## config.mk

```make
export PLATFORM = sky130hd
export DESIGN_NAME = sliding_window_rank_top
export DESIGN_NICKNAME = d
export VERILOG_FILES = /design/src/design/srank_pkg.sv /design/src/design/srank_cell.sv /design/src/design/srank_count.sv /design/src/design/sliding_window_rank_top.sv
export VERILOG_INCLUDE_DIRS = /design/src /design/src/design
export SDC_FILE = /design/constraint.sdc
export NUM_CORES = 2
export LEC_CHECK = 0
export ABC_AREA = 1
export BUFFER_PORTS_ARGS = -buffer_cell sky130_fd_sc_hd__buf_4
export CORE_ASPECT_RATIO = 1.75
export CORE_MARGIN = 2
export CORE_UTILIZATION = 65
export DETAILED_ROUTE_END_ITERATION = 8
export MAX_ROUTING_LAYER = met4
export PLACE_DENSITY = 0.81
export SYNTH_ARGS = -nofsm -noshare
export SYNTH_HDL_FRONTEND = slang
export SYNTH_SLANG_ARGS = --single-unit
```

## constraint.sdc

```tcl
create_clock -name clock -period 114.1 [get_ports clock]
set_input_delay 22.82 -clock clock [delete_from_list [all_inputs] [get_ports clock]]
set_output_delay 22.82 -clock clock [all_outputs]
set_load 0.02 [all_outputs]
```

## src/design/assert_macros.svh

```systemverilog
// Assertion helper macros shared by the RTL files.
// No dependencies; pulled in with an include by the modules that assert.
`ifndef ASSERT_MACROS_SVH
`define ASSERT_MACROS_SVH

// Same-cycle implication, checked outside reset.
`define ASSERT_IMPLIES(lbl, clk, rst, ante, cons) \
   lbl: assert property (@(posedge clk) disable iff (rst) (ante) |-> (cons)) \
      else $error("assertion failed: same-cycle implication");

// Next-cycle implication, checked outside reset.
`define ASSERT_NEXT(lbl, clk, rst, ante, cons) \
   lbl: assert property (@(posedge clk) disable iff (rst) (ante) |=> (cons)) \
      else $error("assertion failed: next-cycle implication");

`endif

```

## src/design/srank_pkg.sv

```systemverilog
// Shared constants, types and helpers for the sliding window rank block.
// No dependencies; imported by every module of the block.
`timescale 1ns / 1ps

package srank_pkg;

   // Storage and field sizes
   localparam int WINDOW_MAX  = 64;
   localparam int SAMPLE_BITS = 32;
   localparam int LEN_BITS    = 7;
   localparam int RANK_BITS   = 6;
   localparam int LEN_RESET   = 64;

   // One cell per older sample the new one is compared against
   localparam int CELL_COUNT = WINDOW_MAX - 1;
   localparam int FILL_BITS  = $clog2(WINDOW_MAX + 1);
   localparam int SUM_BITS   = $clog2(WINDOW_MAX);

   // Popcount tree: groups of eight compare bits
   localparam int GROUP_SIZE     = 8;
   localparam int GROUPS         = (CELL_COUNT + GROUP_SIZE - 1) / GROUP_SIZE;
   localparam int PAD_BITS       = GROUPS * GROUP_SIZE;
   localparam int GROUP_CNT_BITS = $clog2(GROUP_SIZE + 1);

   // Per-cell control from the top level
   typedef struct packed {
      logic shift;   // item accepted: compare and move samples one cell on
      logic active;  // cell lies inside the current window and rank holds
   } cell_ctl_type;

   // Map the written length to the one in force: zero acts as one,
   // anything beyond the store depth acts as the depth.
   function automatic logic [FILL_BITS-1:0] clamp_len(input logic [LEN_BITS-1:0] len);
      logic [FILL_BITS+LEN_BITS-1:0] wide;
      wide = (FILL_BITS + LEN_BITS)'(len);
      if (len == '0) begin
         clamp_len = FILL_BITS'(1);
      end else if (wide > (FILL_BITS + LEN_BITS)'(WINDOW_MAX)) begin
         clamp_len = FILL_BITS'(WINDOW_MAX);
      end else begin
         clamp_len = wide[FILL_BITS-1:0];
      end
   endfunction

endpackage

```

## src/design/srank_cell.sv

```systemverilog
// One cell of the sample chain: holds one older sample and compares it
// against the incoming sample. Depends on srank_pkg.
`timescale 1ns / 1ps

module srank_cell
   import srank_pkg::*;
(
   input  logic                          clock,
   input  cell_ctl_type                  ctl,
   input  logic signed [SAMPLE_BITS-1:0] shift_in,
   input  logic signed [SAMPLE_BITS-1:0] probe,
   output logic signed [SAMPLE_BITS-1:0] shift_out,
   output logic                          less
);

   logic signed [SAMPLE_BITS-1:0] data_ff, data_in;
   logic                          less_ff, less_in;

   // Compare the held sample, then take the neighbor's
   always_comb begin
      data_in = shift_in;
      less_in = ctl.active && (data_ff < probe);
   end

   always_ff @(posedge clock) begin
      if (ctl.shift) begin
         data_ff <= data_in;
         less_ff <= less_in;
      end
   end

   assign shift_out = data_ff;
   assign less      = less_ff;

endmodule

```

## src/design/srank_count.sv

```systemverilog
// Two-level popcount of the cell compare bits: registered group counts,
// then a sum over the groups. Depends on srank_pkg.
`timescale 1ns / 1ps

module srank_count
   import srank_pkg::*;
(
   input  logic                  clock,
   input  logic                  load,
   input  logic [CELL_COUNT-1:0] less,
   output logic [SUM_BITS-1:0]   total
);

   logic [PAD_BITS-1:0]       bits_pad;
   logic [GROUP_CNT_BITS-1:0] group_ff [GROUPS];
   logic [GROUP_CNT_BITS-1:0] group_in [GROUPS];

   assign bits_pad = PAD_BITS'(less);

   // Count each group of eight
   always_comb begin
      for (int g = 0; g < GROUPS; g++) begin
         group_in[g] = '0;
         for (int b = 0; b < GROUP_SIZE; b++) begin
            group_in[g] = group_in[g] + GROUP_CNT_BITS'(bits_pad[g*GROUP_SIZE + b]);
         end
      end
   end

   always_ff @(posedge clock) begin
      if (load) begin
         group_ff <= group_in;
      end
   end

   // Sum the group counts
   always_comb begin
      total = '0;
      for (int g = 0; g < GROUPS; g++) begin
         total = total + SUM_BITS'(group_ff[g]);
      end
   end

endmodule

```

## src/design/sliding_window_rank_top.sv

```systemverilog
// Sliding window rank: top level with the cell chain, fill tracking,
// pipeline control and output register. Depends on srank_pkg,
// srank_cell, srank_count and assert_macros.svh.
// Usage:
//   req_ channel: one signed sample per item, plus req_last_sample that
//   closes a sequence. rsp_ channel: one result per item, rsp_rank is the
//   count of the older window samples strictly below the new one, and
//   rsp_rank_valid is 0 while the window is still filling.
//   csr_: window length, written with csr_wr_en while the block is idle.
// Timing:
//   An accepted item passes the compare stage, the group count stage and
//   the output register in turn before its result is on the rsp_ ports.
//   While rsp_ready is high, one item per cycle is taken and delivered; the
//   compare cells see every stored sample at once, nothing iterates per item.
// Reset:
//   Pipeline emptied, fill count cleared, window length back to 64.
//   Stored samples are not cleared; they are only read once refilled.
// Stall:
//   When rsp_ready stays low the three stages fill up and req_ready drops;
//   it rises in the same cycle rsp_ready returns high, as every stage moves.
`timescale 1ns / 1ps
`include "assert_macros.svh"

module sliding_window_rank_top
   import srank_pkg::*;
(
   input  logic                          clock,
   input  logic                          reset,
   // request channel
   input  logic                          req_valid,
   output logic                          req_ready,
   input  logic signed [SAMPLE_BITS-1:0] req_sample,
   input  logic                          req_last_sample,
   // response channel
   output logic                          rsp_valid,
   input  logic                          rsp_ready,
   output logic [RANK_BITS-1:0]          rsp_rank,
   output logic                          rsp_rank_valid,
   // configuration
   input  logic                          csr_wr_en,
   input  logic [LEN_BITS-1:0]           csr_wr_data
);

   // Window length in force
   logic [FILL_BITS-1:0] len_ff, len_in;
   logic [FILL_BITS-1:0] fill_count_ff, fill_count_in;

   // Pipeline occupancy and rank-holds flags
   logic a_vld_ff, a_vld_in;
   logic b_vld_ff, b_vld_in;
   logic rsp_valid_ff, rsp_valid_in;
   logic a_ok_ff, b_ok_ff;
   logic [RANK_BITS-1:0] rsp_rank_ff;
   logic                 rsp_rank_valid_ff;

   logic a_free, b_free, c_free;
   logic accept, b_load, c_load;
   logic window_full;

   logic signed [SAMPLE_BITS-1:0] chain [CELL_COUNT+1];
   logic [CELL_COUNT-1:0]         less;
   logic [SUM_BITS-1:0]           total;

   // Handshake and stage advance
   always_comb begin
      c_free = !rsp_valid_ff || rsp_ready;
      b_free = !b_vld_ff || c_free;
      a_free = !a_vld_ff || b_free;
      accept = req_valid && a_free;
      b_load = a_vld_ff && b_free;
      c_load = b_vld_ff && c_free;
   end

   assign req_ready = a_free;

   // Occupancy next state
   always_comb begin
      a_vld_in     = a_free ? accept   : a_vld_ff;
      b_vld_in     = b_free ? a_vld_ff : b_vld_ff;
      rsp_valid_in = c_free ? b_vld_ff : rsp_valid_ff;
   end

   // Fill tracking: saturating count, cleared after a last sample
   assign window_full = (fill_count_ff >= len_ff);

   always_comb begin
      fill_count_in = fill_count_ff;
      if (accept) begin
         if (req_last_sample) begin
            fill_count_in = '0;
         end else if (fill_count_ff < FILL_BITS'(WINDOW_MAX)) begin
            fill_count_in = fill_count_ff + FILL_BITS'(1);
         end
      end
   end

   // Configuration write
   always_comb begin
      len_in = csr_wr_en ? clamp_len(csr_wr_data) : len_ff;
   end

   // Control registers
   always_ff @(posedge clock) begin
      if (reset) begin
         a_vld_ff      <= 1'b0;
         b_vld_ff      <= 1'b0;
         rsp_valid_ff  <= 1'b0;
         fill_count_ff <= '0;
         len_ff        <= clamp_len(LEN_BITS'(LEN_RESET));
      end else begin
         a_vld_ff      <= a_vld_in;
         b_vld_ff      <= b_vld_in;
         rsp_valid_ff  <= rsp_valid_in;
         fill_count_ff <= fill_count_in;
         len_ff        <= len_in;
      end
   end

   // Payload registers along the pipeline
   always_ff @(posedge clock) begin
      if (accept) begin
         a_ok_ff <= window_full;
      end
      if (b_load) begin
         b_ok_ff <= a_ok_ff;
      end
      if (c_load) begin
         rsp_rank_ff       <= RANK_BITS'(total);
         rsp_rank_valid_ff <= b_ok_ff;
      end
   end

   // Cell chain: cell k holds the sample from k+1 items back
   assign chain[0] = req_sample;

   for (genvar i = 0; i < CELL_COUNT; i++) begin : g_cell
      cell_ctl_type ctl;

      assign ctl.shift  = accept;
      assign ctl.active = window_full && (len_ff > FILL_BITS'(i + 1));

      srank_cell u_cell (
         .clock     (clock),
         .ctl       (ctl),
         .shift_in  (chain[i]),
         .probe     (req_sample),
         .shift_out (chain[i+1]),
         .less      (less[i])
      );
   end

   // Popcount of the compare bits
   srank_count u_count (
      .clock (clock),
      .load  (b_load),
      .less  (less),
      .total (total)
   );

   assign rsp_valid      = rsp_valid_ff;
   assign rsp_rank       = rsp_rank_ff;
   assign rsp_rank_valid = rsp_rank_valid_ff;

   // Checks
   `ASSERT_IMPLIES(a_fill_bound, clock, reset, 1'b1,
      fill_count_ff <= FILL_BITS'(WINDOW_MAX))
   `ASSERT_NEXT(a_last_clears, clock, reset, accept && req_last_sample,
      fill_count_ff == '0)
   `ASSERT_IMPLIES(a_filling_zero, clock, reset, rsp_valid_ff && !rsp_rank_valid_ff,
      rsp_rank_ff == '0)
   `ASSERT_IMPLIES(a_stall_full, clock, reset, !req_ready,
      a_vld_ff && b_vld_ff && rsp_valid_ff && !rsp_ready)

endmodule
```

# Yosys cells after proc, flatten, opt, wreduce, memory -nomap -nowiden
# Index checks and enable logic that the tools add are counted.
[op_classes]
n_addsub = 63
order_cmp = 129
n_mux = 4
n_reduce_logical = 138
[ops]
columns = ["operator", "n"]
rows = [
  ["32-bit < comparator", 63],
  ["7-bit by 6-bit greater-than comparator with 1-bit output, second input constant", 32],
  ["4-bit by 1-bit adder with 4-bit output", 47],
  ["1-bit logical AND", 129],
  ["7-bit by 5-bit greater-than comparator with 1-bit output, second input constant", 16],
  ["7-bit by 4-bit greater-than comparator with 1-bit output, second input constant", 8],
  ["6-bit by 4-bit adder with 6-bit output", 6],
  ["7-bit by 3-bit greater-than comparator with 1-bit output, second input constant", 4],
  ["7-bit two-way mux", 4],
  ["1-bit by 1-bit adder with 2-bit output", 8],
  ["7-bit by 2-bit greater-than comparator with 1-bit output, second input constant", 2],
  ["7-bit by 1-bit adder with 7-bit output, second input constant", 1],
  ["7-bit >= comparator", 1],
  ["7-bit by 1-bit greater-than comparator with 1-bit output, second input constant", 1],
  ["7-bit greater-than comparator, second input constant", 1],
  ["7-bit logical NOT", 1],
  ["7-bit < comparator, second input constant", 1],
  ["4-bit by 4-bit adder with 5-bit output", 1],
  ["1-bit logical NOT", 3],
  ["1-bit logical OR", 3],
  ["2-bit AND reduction", 1],
  ["2-bit nonzero test", 1],
]
[totals]
ff_bits = 2137
in_bits = 45
elab_cells = 477

# Depth between registers and ports, before layout
[logic_depth]
ltp_word = 7
ltp_mapped = 16

# Hierarchy
# Synthesis repeated with hierarchy kept, for this count alone.
[unflattened]
cells_unflattened = 11355
hier_area_um2 = 121504.0
[by_module_without_submodules]
columns = ["mod", "n_inst", "cells_per_inst", "area_each_um2", "seq_area_each_um2"]
rows = [
  ["srank_cell", 63, 170, 1846.8, 991.0],
  ["srank_count", 1, 264, 2981.6, 930.9],
  ["sliding_window_rank_top", 1, 381, 2175.8, 610.6],
]

# Worst setup path before layout
# No wires, ideal clock.
[synth_path]
kind = "input port to flip-flop"
startpoint = "in rsp_ready"
endpoint = "reg fill_count_ff[4]"
setup_time_ns = 0.088
arrival_ns = 66.839
required_ns = 114.012
setup_slack_ns = 47.173
path_stages = 10
path_buffers = 0
path_cell_list = "inv_1 nand2_1 nor2_1 nand2_1 nand2_1 inv_1 o21ai_2 nor3_1 a21oi_1 nor3_1"
[synth_via]
elab_chain_cells = 5
[synth_lines]
columns = ["item", "line", "source"]
rows = [
  ["start: declaration", "sliding_window_rank_top.sv:36", "input logic rsp_ready,"],
  ["1-bit logical OR", "sliding_window_rank_top.sv:66", "c_free = !rsp_valid_ff || rsp_ready;"],
  ["1-bit logical OR", "sliding_window_rank_top.sv:67", "b_free = !b_vld_ff || c_free;"],
  ["1-bit logical OR", "sliding_window_rank_top.sv:68", "a_free = !a_vld_ff || b_free;"],
  ["via req_ready", "sliding_window_rank_top.sv:31", "output logic req_ready,"],
  ["1-bit logical AND", "sliding_window_rank_top.sv:69", "accept = req_valid && a_free;"],
  ["via accept", "sliding_window_rank_top.sv:57", "logic accept, b_load, c_load;"],
  ["2-bit AND reduction (no source line)", "--", ""],
  ["end signal: assignment", "sliding_window_rank_top.sv:114", "fill_count_ff <= fill_count_in;"],
  ["end: declaration", "sliding_window_rank_top.sv:46", "logic [FILL_BITS-1:0] fill_count_ff, fill_count_in;"],
]
# The timed path passes the listed nets, and every way through them passes these cells.
# A chain may end at the register's enable or synchronous reset.

# Final worst setup path
[layout_path]
startpoint = "in rsp_ready"
endpoint = "out req_ready"
[layout_via]
elab_chain_cells = 3
[layout_lines]
columns = ["item", "line"]
rows = [
  ["1-bit logical OR", "sliding_window_rank_top.sv:66"],
  ["1-bit logical OR", "sliding_window_rank_top.sv:67"],
  ["1-bit logical OR", "sliding_window_rank_top.sv:68"],
  ["end: declaration", "sliding_window_rank_top.sv:31"],
]
# No other way between the ends.

==> out/qor.yml <==
yosys:
  synth_top_area_share_pct: 56.7
  yosys.area.top_type: "edfxtp_1"
  synth_seq_cells: 2137
  synth_cell_types: 36
  yosys-top-cells-count: "edfxtp_1 (2120), nand2_1 (2048), ha_1 (1999)"
  synthFlopType: "edfxtp_1"
  yosysMostFrequentCell: "edfxtp_1"
  ys_seq_area_share_pct: 57.0
  synth-async-reset-ratio_pct: 0
  synth_edf_count: 2120
  postSynthAreaPerCell_sq_um: 11.9
  yosys_warnings: 0
  synth_cells: 9417
  synth_nets: 11500
  synthTopCellsByArea: "edfxtp_1 (57%), ha_1 (22%), nand2_1 (6.8%)"
  syn_area_sq_um: 112000
drt:
  drt-total-wl_mm: 255
  wl_per_cell_microns: 21.1
  drt_iter0_drc: 4941
  vias: 72300
  drt_pass1_iterations: 9
  routed_via_density: 5.99
  drc: 0
  ant_nets: 0
timing:
  timing.final.crit_period_ns: 46.28
  rsz0062_at_grt: "no"
  drv_slew: 0
  setup_tns_ns: 0
  setup_viol: 0
  clock_skew_ns: 0.0378
  finalHoldViolations: 0
  relSlewSlack_pct: 15.3
  layout_worst_path_cycle_share_pct: 40.6
  tightest_slew_ns: 1.27
  max_freq_mhz: 21.6
floorplan:
  die_y_microns: 554
  die_width_microns: 318
  core.rowCount: 201
  io_pins: 54
  start_util_pct: 65.5
  dieArea_sq_um: 176000
  core_sq_um: 172000
clock_network:
  clk_latency_ns: 0.85
  clk_pin_slew_ns: 0.06
  cts_tree: "built"
  clock_path_buffers: 4
  post-cts-setup-buffer-count: 0
  cts-htree-levels: 4
  clock-root-buffer: "clkbuf_16"
  cts_hold_buf: 0
  numCtsBuffers: 194
  cts.sinks: 2137
  cts_resized: 0
global_route:
  grt_use_met3_pct: 3.39
  grt_max_degree: 216
  grt_use_total_pct: 29.9
  overflow: 0
  use_met1_pct: 27.3
  busiest_layer: "met2"
  grt_pass1_vias: 77800
  grt_use_met2_pct: 54.8
  grt_antenna_before_repair: 5
  grt_pass1_wl_mm: 397
pwr:
  power.leakage_uw: 0.0533
  cellPowerDensity_nw_per_um2: 15.5
  ir_drop_v: 0.0000157
critical_path:
  crit_path_start_kind: "input port"
  r2r_slack_ns: 108.23
  cp_cell_sequence: "buf_4 > inv_1 > nand2_1 > nor2_1 > nand2_1 > buf_4"
  worstReg2RegStart: "rsp_valid"
  crit_required_ns: 91.28
  cp_slowest_cell: "buf_4"
  setup.worst_path.end_class: "output port"
  startpoint: "rsp_ready"
  arrival_ns: 23.46
  critPathKind: "input port to output port"
  cp_max_fo: 3
  cp_slowest_stage_delay_ns: 0.17
cells_and_area:
  fin_nets: 11800
  multiInputGateArea_sq_um: 45400
  drive_above_1_share_pct: 4.20
  seq_area_sq_um: 64000
  fillCellCount: 11600
  fin_util_pct: 71.1
  area_growth_pct: 8.66
job:
  maxCapViolations: 0
place:
  gp_congestion: 0.993
  portBuffers: 53
  dp_hpwl_mm: 183
hold_path:
  hold_class: "flip-flop to flip-flop"
  worstHoldStart: "a_ok_ff"
outcome:
  status: "finished, final reports clean"
## sequential cells by signal (all words and copies together) (netlist names)
register	count
g_cell.u_cell.shift_out	2016
g_cell.u_cell.less	63
u_count.group_ff	32
fill_count_ff	7
len_ff	7
rsp_rank	6
a_ok_ff	1
a_vld_ff	1
b_ok_ff	1
b_vld_ff	1
rsp_rank_valid	1
rsp_valid	1
## power breakdown
group	leakage (uW)	switching, uW	internal (uW)
Combinational	0.0293	184	98.5
Clock	0.00302	292	367
Sequential	0.0209	26.6	922
## critical path: cells and delay by family
kind / cells / cell delay (ns)
AND/OR/NAND/NOR: 3 / 0.30
buffers and inverters: 3 / 0.34
## through the flow
stage / power [uW] / setup WS, ns / hold slack [ns] / instance area (sq um) / instances
final: 1890 / 67.82 / 0.418 / 122000 / 12100
after global routing: 1960 / 67.75 / 0.442 / 122000 / 12100
after CTS: 1900 / 67.82 / 0.419 / 122000 / 12100
after detailed placement: 1240 / 67.82 / 0.405 / 116000 / 11700
after global placement: 1220 / 67.74 / 0.408 / 116000 / 11700
after floorplan: 1200 / 47.17 / 0.400 / 112000 / 9417
## area by class of cell
type	count	share of cell area (%)
well taps	2233	2.29
flip-flops and latches	2137	52.5
clock inverters	108	0.844
repair buffers	107	0.720
multi-input cells	6513	37.2
diodes	4	0.00820
clock buffers	232	4.21
inverters	748	2.31
## cells in the final DEF, fill, tap and decap left out, drive strengths merged
| cell type | n |
|---|---|
| nand3b | 12 |
| edfxtp | 2120 |
| bufinv | 21 |
| dfxtp | 17 |
| nand4 | 86 |
| fa | 50 |
| or2 | 1 |
| xnor2 | 9 |
| nor3 | 127 |
| nor4 | 18 |
| nand2 | 2049 |
| a21oi | 949 |
| inv | 747 |
| o211ai | 8 |
| nand3 | 196 |
| o21a | 30 |
| diode | 4 |
| clkinv | 83 |
| o2111ai | 1 |
| buf | 107 |
| a31oi | 1 |
| clkinvlp | 5 |
| xor2 | 6 |
| o21ai | 298 |
| a21o | 7 |
| clkbuf | 232 |
| nor3b | 2 |
| ha | 1999 |
| nor2 | 661 |
| o22ai | 3 |
## logic make-up (layout without fill, tap and decap cells)
kind of cell,after synthesis,in the layout,synth area share (%)
compound gates,1297,1297,5.90
xor+xnor,15,15,0.117
fa+ha+maj,2049,2049,23.2
buf+inv,767,1195,2.63
flops,2137,2137,57.0
other cells,0,4,0
simple gates,3152,3152,11.2
## metal layers
layer | wire (microns) | share of wire (%) | vias up
li1 | - | - | 34500
met1 | 81500 | 32 | 35100
met2 | 138000 | 54 | 1908
met3 | 10400 | 4.1 | 917
met4 | 25900 | 10 | 0
met5 | 0 | 0 | -
## path summary, 6_finish.rpt
kind	depth (start not counted)	end
worst min-delay path	0	b_ok_ff
worst min register to register	0	b_ok_ff
worst max-delay path	6	req_ready
worst max register to register	9	g_cell[54].u_cell.shift_out[5]
(Power assumes the default switching activity.)
